File: config.mk
export PLATFORM = sky130hd
export DESIGN_NAME = snmp_response_ber_parser_unit
export DESIGN_NICKNAME = d
export VERILOG_FILES = /design/src/hw/rtl/snmp_ber_pkg.sv /design/src/hw/rtl/snmp_ber_parse.sv /design/src/hw/rtl/snmp_ber_fifo.sv /design/src/hw/rtl/snmp_response_ber_parser_unit.sv
export SDC_FILE = /design/constraint.sdc
export NUM_CORES = 1
export LEC_CHECK = 0
export BUFFER_PORTS_ARGS = -buffer_cell sky130_fd_sc_hd__buf_2
export CELL_PAD_IN_SITES_DETAIL_PLACEMENT = 1
export CELL_PAD_IN_SITES_GLOBAL_PLACEMENT = 1
export CORE_UTILIZATION = 25
export CTS_BUF_LIST = sky130_fd_sc_hd__clkbuf_2
export CTS_CLUSTER_DIAMETER = 40
export DETAILED_ROUTE_END_ITERATION = 16
export PLACE_DENSITY_LB_ADDON = 0.1
export SLEW_MARGIN = 20
export SYNTH_ARGS = -nofsm -noshare
export SYNTH_HDL_FRONTEND = slang
export SYNTH_HIERARCHICAL = 1
export SYNTH_SLANG_ARGS = --single-unit
export TNS_END_PERCENT = 1
File: constraint.sdc
create_clock -name clk -period 12.2 [get_ports clk]
set_clock_uncertainty 0.15 [all_clocks]
set_input_delay 2.44 -clock clk [delete_from_list [all_inputs] [get_ports clk]]
set_output_delay 2.44 -clock clk [all_outputs]
set_load 0.02 [all_outputs]
File: src/hw/rtl/snmp_ber_pkg.sv
// shared types, tag constants and result record for the snmp response ber parser
// no dependencies; imported by every module of the block
`default_nettype none

package snmp_ber_pkg;

    localparam int MAX_PACKET_DEF = 256;
    localparam int RES_FIFO_DEPTH = 4;

    localparam logic [7:0] TAG_SEQUENCE = 8'h30;
    localparam logic [7:0] TAG_INTEGER  = 8'h02;
    localparam logic [7:0] TAG_OCTETS   = 8'h04;
    localparam logic [7:0] TAG_GET_RESP = 8'hA2;
    localparam logic [7:0] TAG_OID      = 8'h06;
    localparam logic [7:0] TAG_ANY      = 8'h00;
    localparam logic [7:0] CHAR_DOT     = 8'h2E;
    localparam logic [7:0] PRINT_LO     = 8'h20;
    localparam logic [7:0] PRINT_END    = 8'h7F;
    localparam logic [7:0] TEXT_LIMIT_RST = 8'd120;

    localparam logic KIND_TEXT    = 1'b0;
    localparam logic KIND_VERDICT = 1'b1;

    typedef enum logic [2:0] {
        ST_IDLE,
        ST_TAG,
        ST_LEN,
        ST_LEXT,
        ST_SKIP,
        ST_TEXT,
        ST_DONE,
        ST_FAIL
    } stage_t;

    typedef enum logic [3:0] {
        EL_OUTER,
        EL_VER,
        EL_COMM,
        EL_PDU,
        EL_INT,
        EL_LIST,
        EL_BIND,
        EL_OID,
        EL_VAL
    } elem_t;

    typedef struct packed {
        logic [7:0] data_byte;
        logic       first_byte;
        logic [8:0] packet_length;
    } in_item_t;

    typedef struct packed {
        logic       kind;
        logic [7:0] ch;
        logic       ok;
        logic       found;
        logic [7:0] len;
        logic       last;
    } result_t;

    function automatic logic [7:0] want_tag(input elem_t el);
        logic [7:0] t;
        unique case (el)
            EL_OUTER: t = TAG_SEQUENCE;
            EL_VER:   t = TAG_INTEGER;
            EL_COMM:  t = TAG_OCTETS;
            EL_PDU:   t = TAG_GET_RESP;
            EL_INT:   t = TAG_INTEGER;
            EL_LIST:  t = TAG_SEQUENCE;
            EL_BIND:  t = TAG_SEQUENCE;
            EL_OID:   t = TAG_OID;
            default:  t = TAG_ANY;
        endcase
        return t;
    endfunction

endpackage

`default_nettype wire

File: src/hw/rtl/snmp_ber_parse.sv
// ber walk state and combinational next-state logic, one packet byte per fire
// depends on snmp_ber_pkg
`default_nettype none

module snmp_ber_parse
    import snmp_ber_pkg::*;
#(
    parameter int MAX_PACKET = MAX_PACKET_DEF
) (
    input  wire logic       clk,
    input  wire logic       rst_n,
    input  wire logic       fire,
    input  wire in_item_t   item,
    input  wire logic [7:0] text_limit,
    output logic [1:0]      res_cnt,
    output result_t         res0,
    output result_t         res1
);

    localparam int PW = $clog2(MAX_PACKET + 1);
    localparam int EW = ((PW > 16) ? PW : 16) + 2;

    stage_t          stage_reg, stage_next;
    elem_t           elem_reg, elem_next;
    logic [PW-1:0]   pos_reg, pos_next;
    logic [PW-1:0]   held_reg, held_next;
    logic [1:0]      icnt_reg, icnt_next;
    logic [7:0]      tcnt_reg, tcnt_next;
    logic            tflag_reg, tflag_next;
    logic [7:0]      tag_reg, tag_next;
    logic [15:0]     accum_reg, accum_next;
    logic [1:0]      left_reg, left_next;
    logic [PW-1:0]   outer_reg, outer_next;
    logic [PW-1:0]   pdu_reg, pdu_next;
    logic [PW-1:0]   list_reg, list_next;
    logic [PW-1:0]   bind_reg, bind_next;
    logic [PW-1:0]   skip_reg, skip_next;

    logic            active;
    logic [7:0]      b;
    stage_t          c_stage;
    elem_t           c_elem;
    logic [PW-1:0]   c_pos;
    logic [PW-1:0]   c_held;
    logic [1:0]      c_icnt;
    logic [7:0]      c_tcnt;
    logic            c_tflag;
    logic [PW-1:0]   bound;
    logic [EW-1:0]   pos_e;
    logic [EW-1:0]   bound_e;
    logic [EW-1:0]   skip_e;
    logic [EW-1:0]   end_e;
    logic [15:0]     acc_new;
    logic [15:0]     len_val;
    logic            do_accept;
    logic            got_char;
    logic [7:0]      char_val;
    logic            verdict;
    logic            ok;
    logic [1:0]      icnt_inc;

    assign b      = item.data_byte;
    assign active = fire && (item.first_byte || (stage_reg != ST_IDLE));

    always_comb
    begin
        c_stage = stage_reg;
        c_elem  = elem_reg;
        c_pos   = pos_reg;
        c_held  = held_reg;
        c_icnt  = icnt_reg;
        c_tcnt  = tcnt_reg;
        c_tflag = tflag_reg;
        if (item.first_byte)
        begin
            if (item.packet_length == 9'd0)
            begin
                c_held = PW'(1);
            end
            else if (32'(item.packet_length) > MAX_PACKET)
            begin
                c_held = PW'(MAX_PACKET);
            end
            else
            begin
                c_held = PW'(item.packet_length);
            end
            c_stage = ST_TAG;
            c_elem  = EL_OUTER;
            c_pos   = '0;
            c_icnt  = '0;
            c_tcnt  = '0;
            c_tflag = 1'b0;
        end

        unique case (c_elem)
            EL_OUTER:                bound = c_held;
            EL_VER, EL_COMM, EL_PDU: bound = outer_reg;
            EL_INT, EL_LIST:         bound = pdu_reg;
            EL_BIND:                 bound = list_reg;
            default:                 bound = bind_reg;
        endcase

        pos_e   = EW'(c_pos);
        bound_e = EW'(bound);
        skip_e  = EW'(skip_reg);
        acc_new = {accum_reg[7:0], b};
        len_val = (c_stage == ST_LEXT) ? acc_new : {8'h00, b};
        end_e   = pos_e + EW'(1) + EW'(len_val);

        stage_next = c_stage;
        elem_next  = c_elem;
        pos_next   = c_pos;
        held_next  = c_held;
        icnt_next  = c_icnt;
        tcnt_next  = c_tcnt;
        tflag_next = c_tflag;
        tag_next   = tag_reg;
        accum_next = accum_reg;
        left_next  = left_reg;
        outer_next = outer_reg;
        pdu_next   = pdu_reg;
        list_next  = list_reg;
        bind_next  = bind_reg;
        skip_next  = skip_reg;
        do_accept  = 1'b0;
        got_char   = 1'b0;
        char_val   = '0;
        icnt_inc   = c_icnt + 2'd1;

        unique case (c_stage)
            ST_TAG:
            begin
                if (pos_e + EW'(2) > bound_e)
                begin
                    stage_next = ST_FAIL;
                end
                else
                begin
                    tag_next = b;
                    if ((c_elem != EL_VAL) && (b != want_tag(c_elem)))
                    begin
                        stage_next = ST_FAIL;
                    end
                    else
                    begin
                        stage_next = ST_LEN;
                    end
                end
            end
            ST_LEN:
            begin
                if (!b[7])
                begin
                    do_accept = 1'b1;
                end
                else if ((b[6:0] == 7'd0) || (b[6:0] > 7'd2) ||
                         (pos_e + EW'(1) + EW'(b[6:0]) > bound_e))
                begin
                    stage_next = ST_FAIL;
                end
                else
                begin
                    left_next  = b[1:0];
                    accum_next = '0;
                    stage_next = ST_LEXT;
                end
            end
            ST_LEXT:
            begin
                accum_next = acc_new;
                left_next  = left_reg - 2'd1;
                if (left_reg == 2'd1)
                begin
                    do_accept = 1'b1;
                end
            end
            ST_SKIP:
            begin
                if (pos_e + EW'(1) >= skip_e)
                begin
                    stage_next = ST_TAG;
                end
            end
            ST_TEXT:
            begin
                if (c_tcnt < text_limit)
                begin
                    got_char  = 1'b1;
                    char_val  = ((b >= PRINT_LO) && (b < PRINT_END)) ? b : CHAR_DOT;
                    tcnt_next = c_tcnt + 8'd1;
                end
                if (pos_e + EW'(1) >= skip_e)
                begin
                    stage_next = ST_DONE;
                end
            end
            default:
            begin
            end
        endcase

        if (do_accept)
        begin
            if (end_e > bound_e)
            begin
                stage_next = ST_FAIL;
            end
            else
            begin
                unique case (c_elem)
                    EL_OUTER:
                    begin
                        outer_next = PW'(end_e);
                        elem_next  = EL_VER;
                        stage_next = ST_TAG;
                    end
                    EL_PDU:
                    begin
                        pdu_next   = PW'(end_e);
                        elem_next  = EL_INT;
                        stage_next = ST_TAG;
                    end
                    EL_LIST:
                    begin
                        list_next  = PW'(end_e);
                        elem_next  = EL_BIND;
                        stage_next = ST_TAG;
                    end
                    EL_BIND:
                    begin
                        bind_next  = PW'(end_e);
                        elem_next  = EL_OID;
                        stage_next = ST_TAG;
                    end
                    EL_VER, EL_COMM, EL_INT, EL_OID:
                    begin
                        skip_next  = PW'(end_e);
                        stage_next = (len_val == 16'd0) ? ST_TAG : ST_SKIP;
                        if (c_elem == EL_VER)
                        begin
                            elem_next = EL_COMM;
                        end
                        else if (c_elem == EL_COMM)
                        begin
                            elem_next = EL_PDU;
                        end
                        else if (c_elem == EL_OID)
                        begin
                            elem_next = EL_VAL;
                        end
                        else
                        begin
                            icnt_next = icnt_inc;
                            elem_next = (icnt_inc == 2'd3) ? EL_LIST : EL_INT;
                        end
                    end
                    default:
                    begin
                        if (tag_reg == TAG_OCTETS)
                        begin
                            tflag_next = 1'b1;
                            skip_next  = PW'(end_e);
                            stage_next = (len_val == 16'd0) ? ST_DONE : ST_TEXT;
                        end
                        else
                        begin
                            stage_next = ST_DONE;
                        end
                    end
                endcase
            end
        end

        verdict = (pos_e + EW'(1) >= EW'(c_held));
        ok      = (stage_next == ST_TEXT) || (stage_next == ST_DONE);
        if (verdict)
        begin
            stage_next = ST_IDLE;
        end
        else
        begin
            pos_next = c_pos + PW'(1);
        end

        res0 = '0;
        res1 = '0;
        res_cnt = 2'd0;
        if (active)
        begin
            if (got_char)
            begin
                res0.kind = KIND_TEXT;
                res0.ch   = char_val;
                res0.last = !verdict;
                if (verdict)
                begin
                    res1.kind  = KIND_VERDICT;
                    res1.ok    = ok;
                    res1.found = ok && tflag_next;
                    res1.len   = ok ? tcnt_next : 8'd0;
                    res1.last  = 1'b1;
                    res_cnt    = 2'd2;
                end
                else
                begin
                    res_cnt = 2'd1;
                end
            end
            else if (verdict)
            begin
                res0.kind  = KIND_VERDICT;
                res0.ok    = ok;
                res0.found = ok && tflag_next;
                res0.len   = ok ? tcnt_next : 8'd0;
                res0.last  = 1'b1;
                res_cnt    = 2'd1;
            end
        end
    end

    always_ff @(posedge clk or negedge rst_n)
    begin
        if (!rst_n)
        begin
            stage_reg <= ST_IDLE;
            elem_reg  <= EL_OUTER;
            pos_reg   <= '0;
            held_reg  <= '0;
            icnt_reg  <= '0;
            tcnt_reg  <= '0;
            tflag_reg <= 1'b0;
            left_reg  <= '0;
        end
        else if (active)
        begin
            stage_reg <= stage_next;
            elem_reg  <= elem_next;
            pos_reg   <= pos_next;
            held_reg  <= held_next;
            icnt_reg  <= icnt_next;
            tcnt_reg  <= tcnt_next;
            tflag_reg <= tflag_next;
            left_reg  <= left_next;
        end
    end

    always_ff @(posedge clk)
    begin
        if (active)
        begin
            tag_reg   <= tag_next;
            accum_reg <= accum_next;
            outer_reg <= outer_next;
            pdu_reg   <= pdu_next;
            list_reg  <= list_next;
            bind_reg  <= bind_next;
            skip_reg  <= skip_next;
        end
    end

endmodule

`default_nettype wire

File: src/hw/rtl/snmp_ber_fifo.sv
// small result queue taking up to two records per cycle, one out per transfer
// depends on snmp_ber_pkg
`default_nettype none

module snmp_ber_fifo
    import snmp_ber_pkg::*;
#(
    parameter int DEPTH = RES_FIFO_DEPTH
) (
    input  wire logic       clk,
    input  wire logic       rst_n,
    input  wire logic [1:0] push_cnt,
    input  wire result_t    wr0,
    input  wire result_t    wr1,
    output logic            room,
    output logic            out_valid,
    input  wire logic       out_ready,
    output result_t         head
);

    localparam int AW = $clog2(DEPTH);
    localparam int CW = $clog2(DEPTH + 1);

    result_t        mem_reg [DEPTH];
    logic [AW-1:0]  wr_ptr_reg, wr_ptr_next;
    logic [AW-1:0]  rd_ptr_reg, rd_ptr_next;
    logic [CW-1:0]  count_reg, count_next;
    logic [AW-1:0]  wr_ptr_inc;
    logic           pop;

    assign room       = (count_reg <= CW'(DEPTH - 2));
    assign out_valid  = (count_reg != '0);
    assign head       = mem_reg[rd_ptr_reg];
    assign pop        = out_valid && out_ready;
    assign wr_ptr_inc = wr_ptr_reg + AW'(1);

    always_comb
    begin
        wr_ptr_next = wr_ptr_reg + AW'(push_cnt);
        rd_ptr_next = pop ? (rd_ptr_reg + AW'(1)) : rd_ptr_reg;
        count_next  = count_reg + CW'(push_cnt) - CW'(pop);
    end

    always_ff @(posedge clk or negedge rst_n)
    begin
        if (!rst_n)
        begin
            wr_ptr_reg <= '0;
            rd_ptr_reg <= '0;
            count_reg  <= '0;
        end
        else
        begin
            wr_ptr_reg <= wr_ptr_next;
            rd_ptr_reg <= rd_ptr_next;
            count_reg  <= count_next;
        end
    end

    always_ff @(posedge clk)
    begin
        if (push_cnt != 2'd0)
        begin
            mem_reg[wr_ptr_reg] <= wr0;
        end
        if (push_cnt == 2'd2)
        begin
            mem_reg[wr_ptr_inc] <= wr1;
        end
    end

    a_no_overflow: assert property (@(posedge clk) disable iff (!rst_n)
        (push_cnt != 2'd0) |-> (count_reg <= CW'(DEPTH - 2)))
        else $error("result queue written without room");

    a_level_bound: assert property (@(posedge clk) disable iff (!rst_n)
        count_reg <= CW'(DEPTH))
        else $error("result queue level out of range");

    a_pop_only: assert property (@(posedge clk) disable iff (!rst_n)
        (pop && (push_cnt == 2'd0)) |=> (count_reg == $past(count_reg) - CW'(1)))
        else $error("result queue level did not drop on transfer");

endmodule

`default_nettype wire

File: src/hw/rtl/snmp_response_ber_parser_unit.sv
// top level: input register, text limit register, ber parser and result queue
// depends on snmp_ber_pkg, snmp_ber_parse and snmp_ber_fifo
`default_nettype none

// Parses one received SNMP packet, one byte per transfer, and reports the first
// varbind's OCTET STRING value as characters followed by a verdict on the last
// byte. A byte is taken every clock cycle as long as results are drained; each
// byte goes through an input register and the combinational parser, whose
// results enter the result queue. The only byte that yields two results (the
// string's final byte landing on the packet's final byte) is absorbed by the
// four-entry result queue; input stalls only when that queue holds more than two
// records. text_limit may be written whenever no packet is in flight.
module snmp_response_ber_parser_unit
    import snmp_ber_pkg::*;
#(
    parameter int MAX_PACKET = MAX_PACKET_DEF
) (
    input  wire logic        clk,
    input  wire logic        rst_n,
    input  wire logic        s_tvalid,
    output logic             s_tready,
    input  wire logic [23:0] s_tdata,   // data_byte[7:0], packet_length[16:8], zeros
    input  wire logic        s_tuser,   // first_byte
    output logic             m_tvalid,
    input  wire logic        m_tready,
    output logic [23:0]      m_tdata,   // text_char[7:0], response_ok[8], text_found[9],
                                        // text_length[17:10], zeros
    output logic             m_tuser,   // result_kind
    output logic             m_tlast,   // last_result
    input  wire logic        cfg_valid,
    output logic             cfg_ready,
    input  wire logic [7:0]  cfg_data   // text_limit
);

    logic       in_valid_reg, in_valid_next;
    in_item_t   in_item_reg;
    logic [7:0] text_limit_reg, text_limit_next;
    logic       in_xfer;
    logic       fire;
    logic       room;
    logic [1:0] res_cnt;
    result_t    res0;
    result_t    res1;
    result_t    head;

    assign fire      = in_valid_reg && room;
    assign s_tready  = !in_valid_reg || room;
    assign in_xfer   = s_tvalid && s_tready;
    assign cfg_ready = 1'b1;

    always_comb
    begin
        in_valid_next   = in_xfer || (in_valid_reg && !fire);
        text_limit_next = (cfg_valid && cfg_ready) ? cfg_data : text_limit_reg;
    end

    always_ff @(posedge clk or negedge rst_n)
    begin
        if (!rst_n)
        begin
            in_valid_reg   <= 1'b0;
            text_limit_reg <= TEXT_LIMIT_RST;
        end
        else
        begin
            in_valid_reg   <= in_valid_next;
            text_limit_reg <= text_limit_next;
        end
    end

    always_ff @(posedge clk)
    begin
        if (in_xfer)
        begin
            in_item_reg.data_byte     <= s_tdata[7:0];
            in_item_reg.packet_length <= s_tdata[16:8];
            in_item_reg.first_byte    <= s_tuser;
        end
    end

    snmp_ber_parse #(
        .MAX_PACKET (MAX_PACKET)
    ) u_parse (
        .clk        (clk),
        .rst_n      (rst_n),
        .fire       (fire),
        .item       (in_item_reg),
        .text_limit (text_limit_reg),
        .res_cnt    (res_cnt),
        .res0       (res0),
        .res1       (res1)
    );

    snmp_ber_fifo #(
        .DEPTH (RES_FIFO_DEPTH)
    ) u_fifo (
        .clk       (clk),
        .rst_n     (rst_n),
        .push_cnt  (res_cnt),
        .wr0       (res0),
        .wr1       (res1),
        .room      (room),
        .out_valid (m_tvalid),
        .out_ready (m_tready),
        .head      (head)
    );

    assign m_tdata = {6'b000000, head.len, head.found, head.ok, head.ch};
    assign m_tuser = head.kind;
    assign m_tlast = head.last;

endmodule

`default_nettype wire
==> flow_summary.ini <==
[clock_network]
cts_inserted_buffers = 71
hold_buffers = 0
cts_tree = done
cts_root_buf = clkbuf_2
cts_resized = 0
clk_pin_slew_ps = 90
clkLatencyLatePin_ps = 1050
cts_sinks = 213
htreeDepth = 3
clockBufferDepth = 3
post-cts-setup-buffers = 0

[detailed_routing]
wirelength_mm = 39.9
drtIter0Drc = 337
via_per_inst = 4.72
post-route-drc-count = 0
vias = 9179
drtPass1Iterations = 4
wl_per_cell_microns = 20.5
ant_nets = 0

[job]
drv_cap = 0

[synthesis]
synthArstFlopShare_pct = 25.4
synth_area_per_cell_sq_um = 11.7
ys_ff_latch = 213
synth-edff-count = 159
ys_seq_area_share_pct = 46.8
synth_largest_area_cell = edfxtp_1
ys_types = 103
syn_inst = 1120
ys.warnings.count = 6
synth_top_flop_cell = edfxtp_1
yosys.area.top_type_share_pct = 36.5
synthTopCellsByArea = edfxtp_1, dfrtp_1, ha_1
syn-cell-area_sq_um = 13100

[grt]
grt-ovfl-total = 0
grt_max_degree = 55
antenna_found_initial = 1
grt_pass1_wl_mm = 61.3
grt_pass1_vias = 9897
track_usage_pct = 15.4

[finish]
drive_gt1_share_pct = 26.4
area_delta_synth_final_pct = 12.1
final_cell_mix = edfxtp_1, clkbuf_2, nand2_1, nor2_1, ha_1
finalNonFillerCells = 1946
fin_nets = 1313
final_common_cell = edfxtp_1
largest_reg_flops = 80
fillers = 5847

[sta]
rsz0062_at_grt = false
final.setup.worst_slack_ps = 4070
hold_slack_ps = 338
max_freq_ghz = 0.123
hold_violations = 0
post-route-period-util_pct = 66.7
finalMaxSlewViolations = 0
setup_viol = 0
setup-tns-final_ps = 0
worstMarginPinSlew_ps = 1030
period_needed_ps = 8130
slew_headroom_pct = 31.2

[placement]
gp_congestion = 0.753
post-place-ws_ps = 3880
dpl.cell_count = 1814
io_buffer_count = 52
dp_hpwl_mm = 28.3

[worst_setup_path]
arrival_ps = 8530
crit_type = reg -> reg
cpMostUsedCell = ha_1
cpLargestDelayFamily = simple AND/OR/NAND/NOR gates
start_kind = flop
worstPathMaxFanout = 18
cp-end-kind = flop
cp.buffers_inverters = 3
max_stage_delay_ps = 830
required_ps = 12600
cpMaxStageDelayCell = o31ai_2
worstPathCellList = inv_1 -> buf_4 -> nand2_1 -> inv_1 -> ha_1 -> nand3_1 -> xor2_1 -> nor2_1 -> ha_1 -> nor3b_1 -> o41a_1 -> a21oi_1 -> xnor2_1 -> ha_1 -> nand3_1 -> o31ai_2 -> nand4b_1 -> or2_1 -> nor2_1

[die]
io-pin-count = 67
rows = 83
dieArea_sq_um = 53300
die_h_microns = 231
core_area_sq_um = 51500
start_util_pct = 25.4
dieWidth_microns = 231

[pwr]
total_power_mw = 2.72
power_density_nw_per_um2 = 186
ir_worst_vdd_v = 0.0000775
p_leak_nw = 5.75

[worst_hold_path]
hp-class = reg -> reg

[outcome]
status = complete, no violations
[power breakdown]
part | switching (mW) | internal [mW] | total, mW
sequential | 0.0986 | 0.898 | 0.996
combinational | 0.702 | 0.400 | 1.10
clock | 0.357 | 0.269 | 0.626
[cell usage after synthesis, types with 11 or more instances]
library cell / instances
nor2b_1: 16
nor3_1: 31
mux2_2: 43
and2_1: 23
xor2_1: 11
buf_6: 11
mux2i_1: 13
edfxtp_1: 159
o21ai_0: 39
ha_1: 66
xnor2_1: 30
inv_1: 48
nand3_1: 33
clkbuf_1: 22
nand2_1: 79
a21oi_1: 36
mux2_4: 47
a31oi_1: 12
nor2_1: 73
buf_4: 26
dfrtp_1: 50
mux4_2: 20
[per-stage QoR]
stage	util, %	area (sq um)
2_1_floorplan	-	13100
3_3_place_gp	27.2	14000
3_5_place_dp	27.2	14000
4_1_cts	28.5	14700
5_1_grt	28.5	14700
6_report	28.5	14700
[final cells by class]
| cell class | count | area (sq um) | area share (%) |
|---|---|---|---|
| repair buffers | 73 | 418 | 2.85 |
| clock buffers | 102 | 510 | 3.48 |
| inverters | 50 | 188 | 1.28 |
| diodes | 2 | 5.00 | 0.0341 |
| well taps | 680 | 851 | 5.80 |
| clock inverters | 28 | 171 | 1.17 |
| multi-input cells | 798 | 6400 | 43.6 |
| flip-flops and latches | 213 | 6130 | 41.8 |
[logic make-up after synthesis]
family / count (synthesis) / synth area share (%)
multiplexers: 124 / 13.6
XOR/XNOR: 41 / 2.74
buffers and inverters: 122 / 4.97
other: 3 / 0.0860
AO/OA/AOI/OAI: 217 / 11.9
adder cells (fa/ha/maj): 68 / 6.61
AND/OR/NAND/NOR: 332 / 13.3
flip-flops: 213 / 46.8
[worst register-to-register path: cells and delay by family (launching register included)]
| kind | cells | cell delay [ps] |
|---|---|---|
| flip-flops | 1 | 700 |
| buffers and inverters | 3 | 810 |
| AO/OA/AOI/OAI | 3 | 1320 |
| AND/OR/NAND/NOR | 8 | 3150 |
| XOR/XNOR | 2 | 790 |
| adder cells (fa/ha/maj) | 3 | 830 |
[routing by layer]
layer,wire length [microns],vias to the layer above,GRT usage (%)
li1,-,4397,-
met2,20000,132,26.4
met5,0,-,0
met4,963,0,6.25
met1,17700,4585,18.9
met3,1200,65,3.09
[worst paths after layout]
kind                                     start             endpoint  slack, ps  cells after the start
min                        u_parse/held_reg[7]  u_parse/held_reg[7]        340                      2
max                             in_item_reg[9]  u_parse/list_reg[4]       4070                     19
max reg2reg                     in_item_reg[9]  u_parse/list_reg[4]       4070                     19
min reg2reg                u_parse/held_reg[7]  u_parse/held_reg[7]        340                      2
max in group asynchronous                rst_n  u_parse/left_reg[1]       9830                      2
min in group asynchronous                rst_n  u_fifo/count_reg[1]       1470                      2
Power figures use the tool's default switching activity.
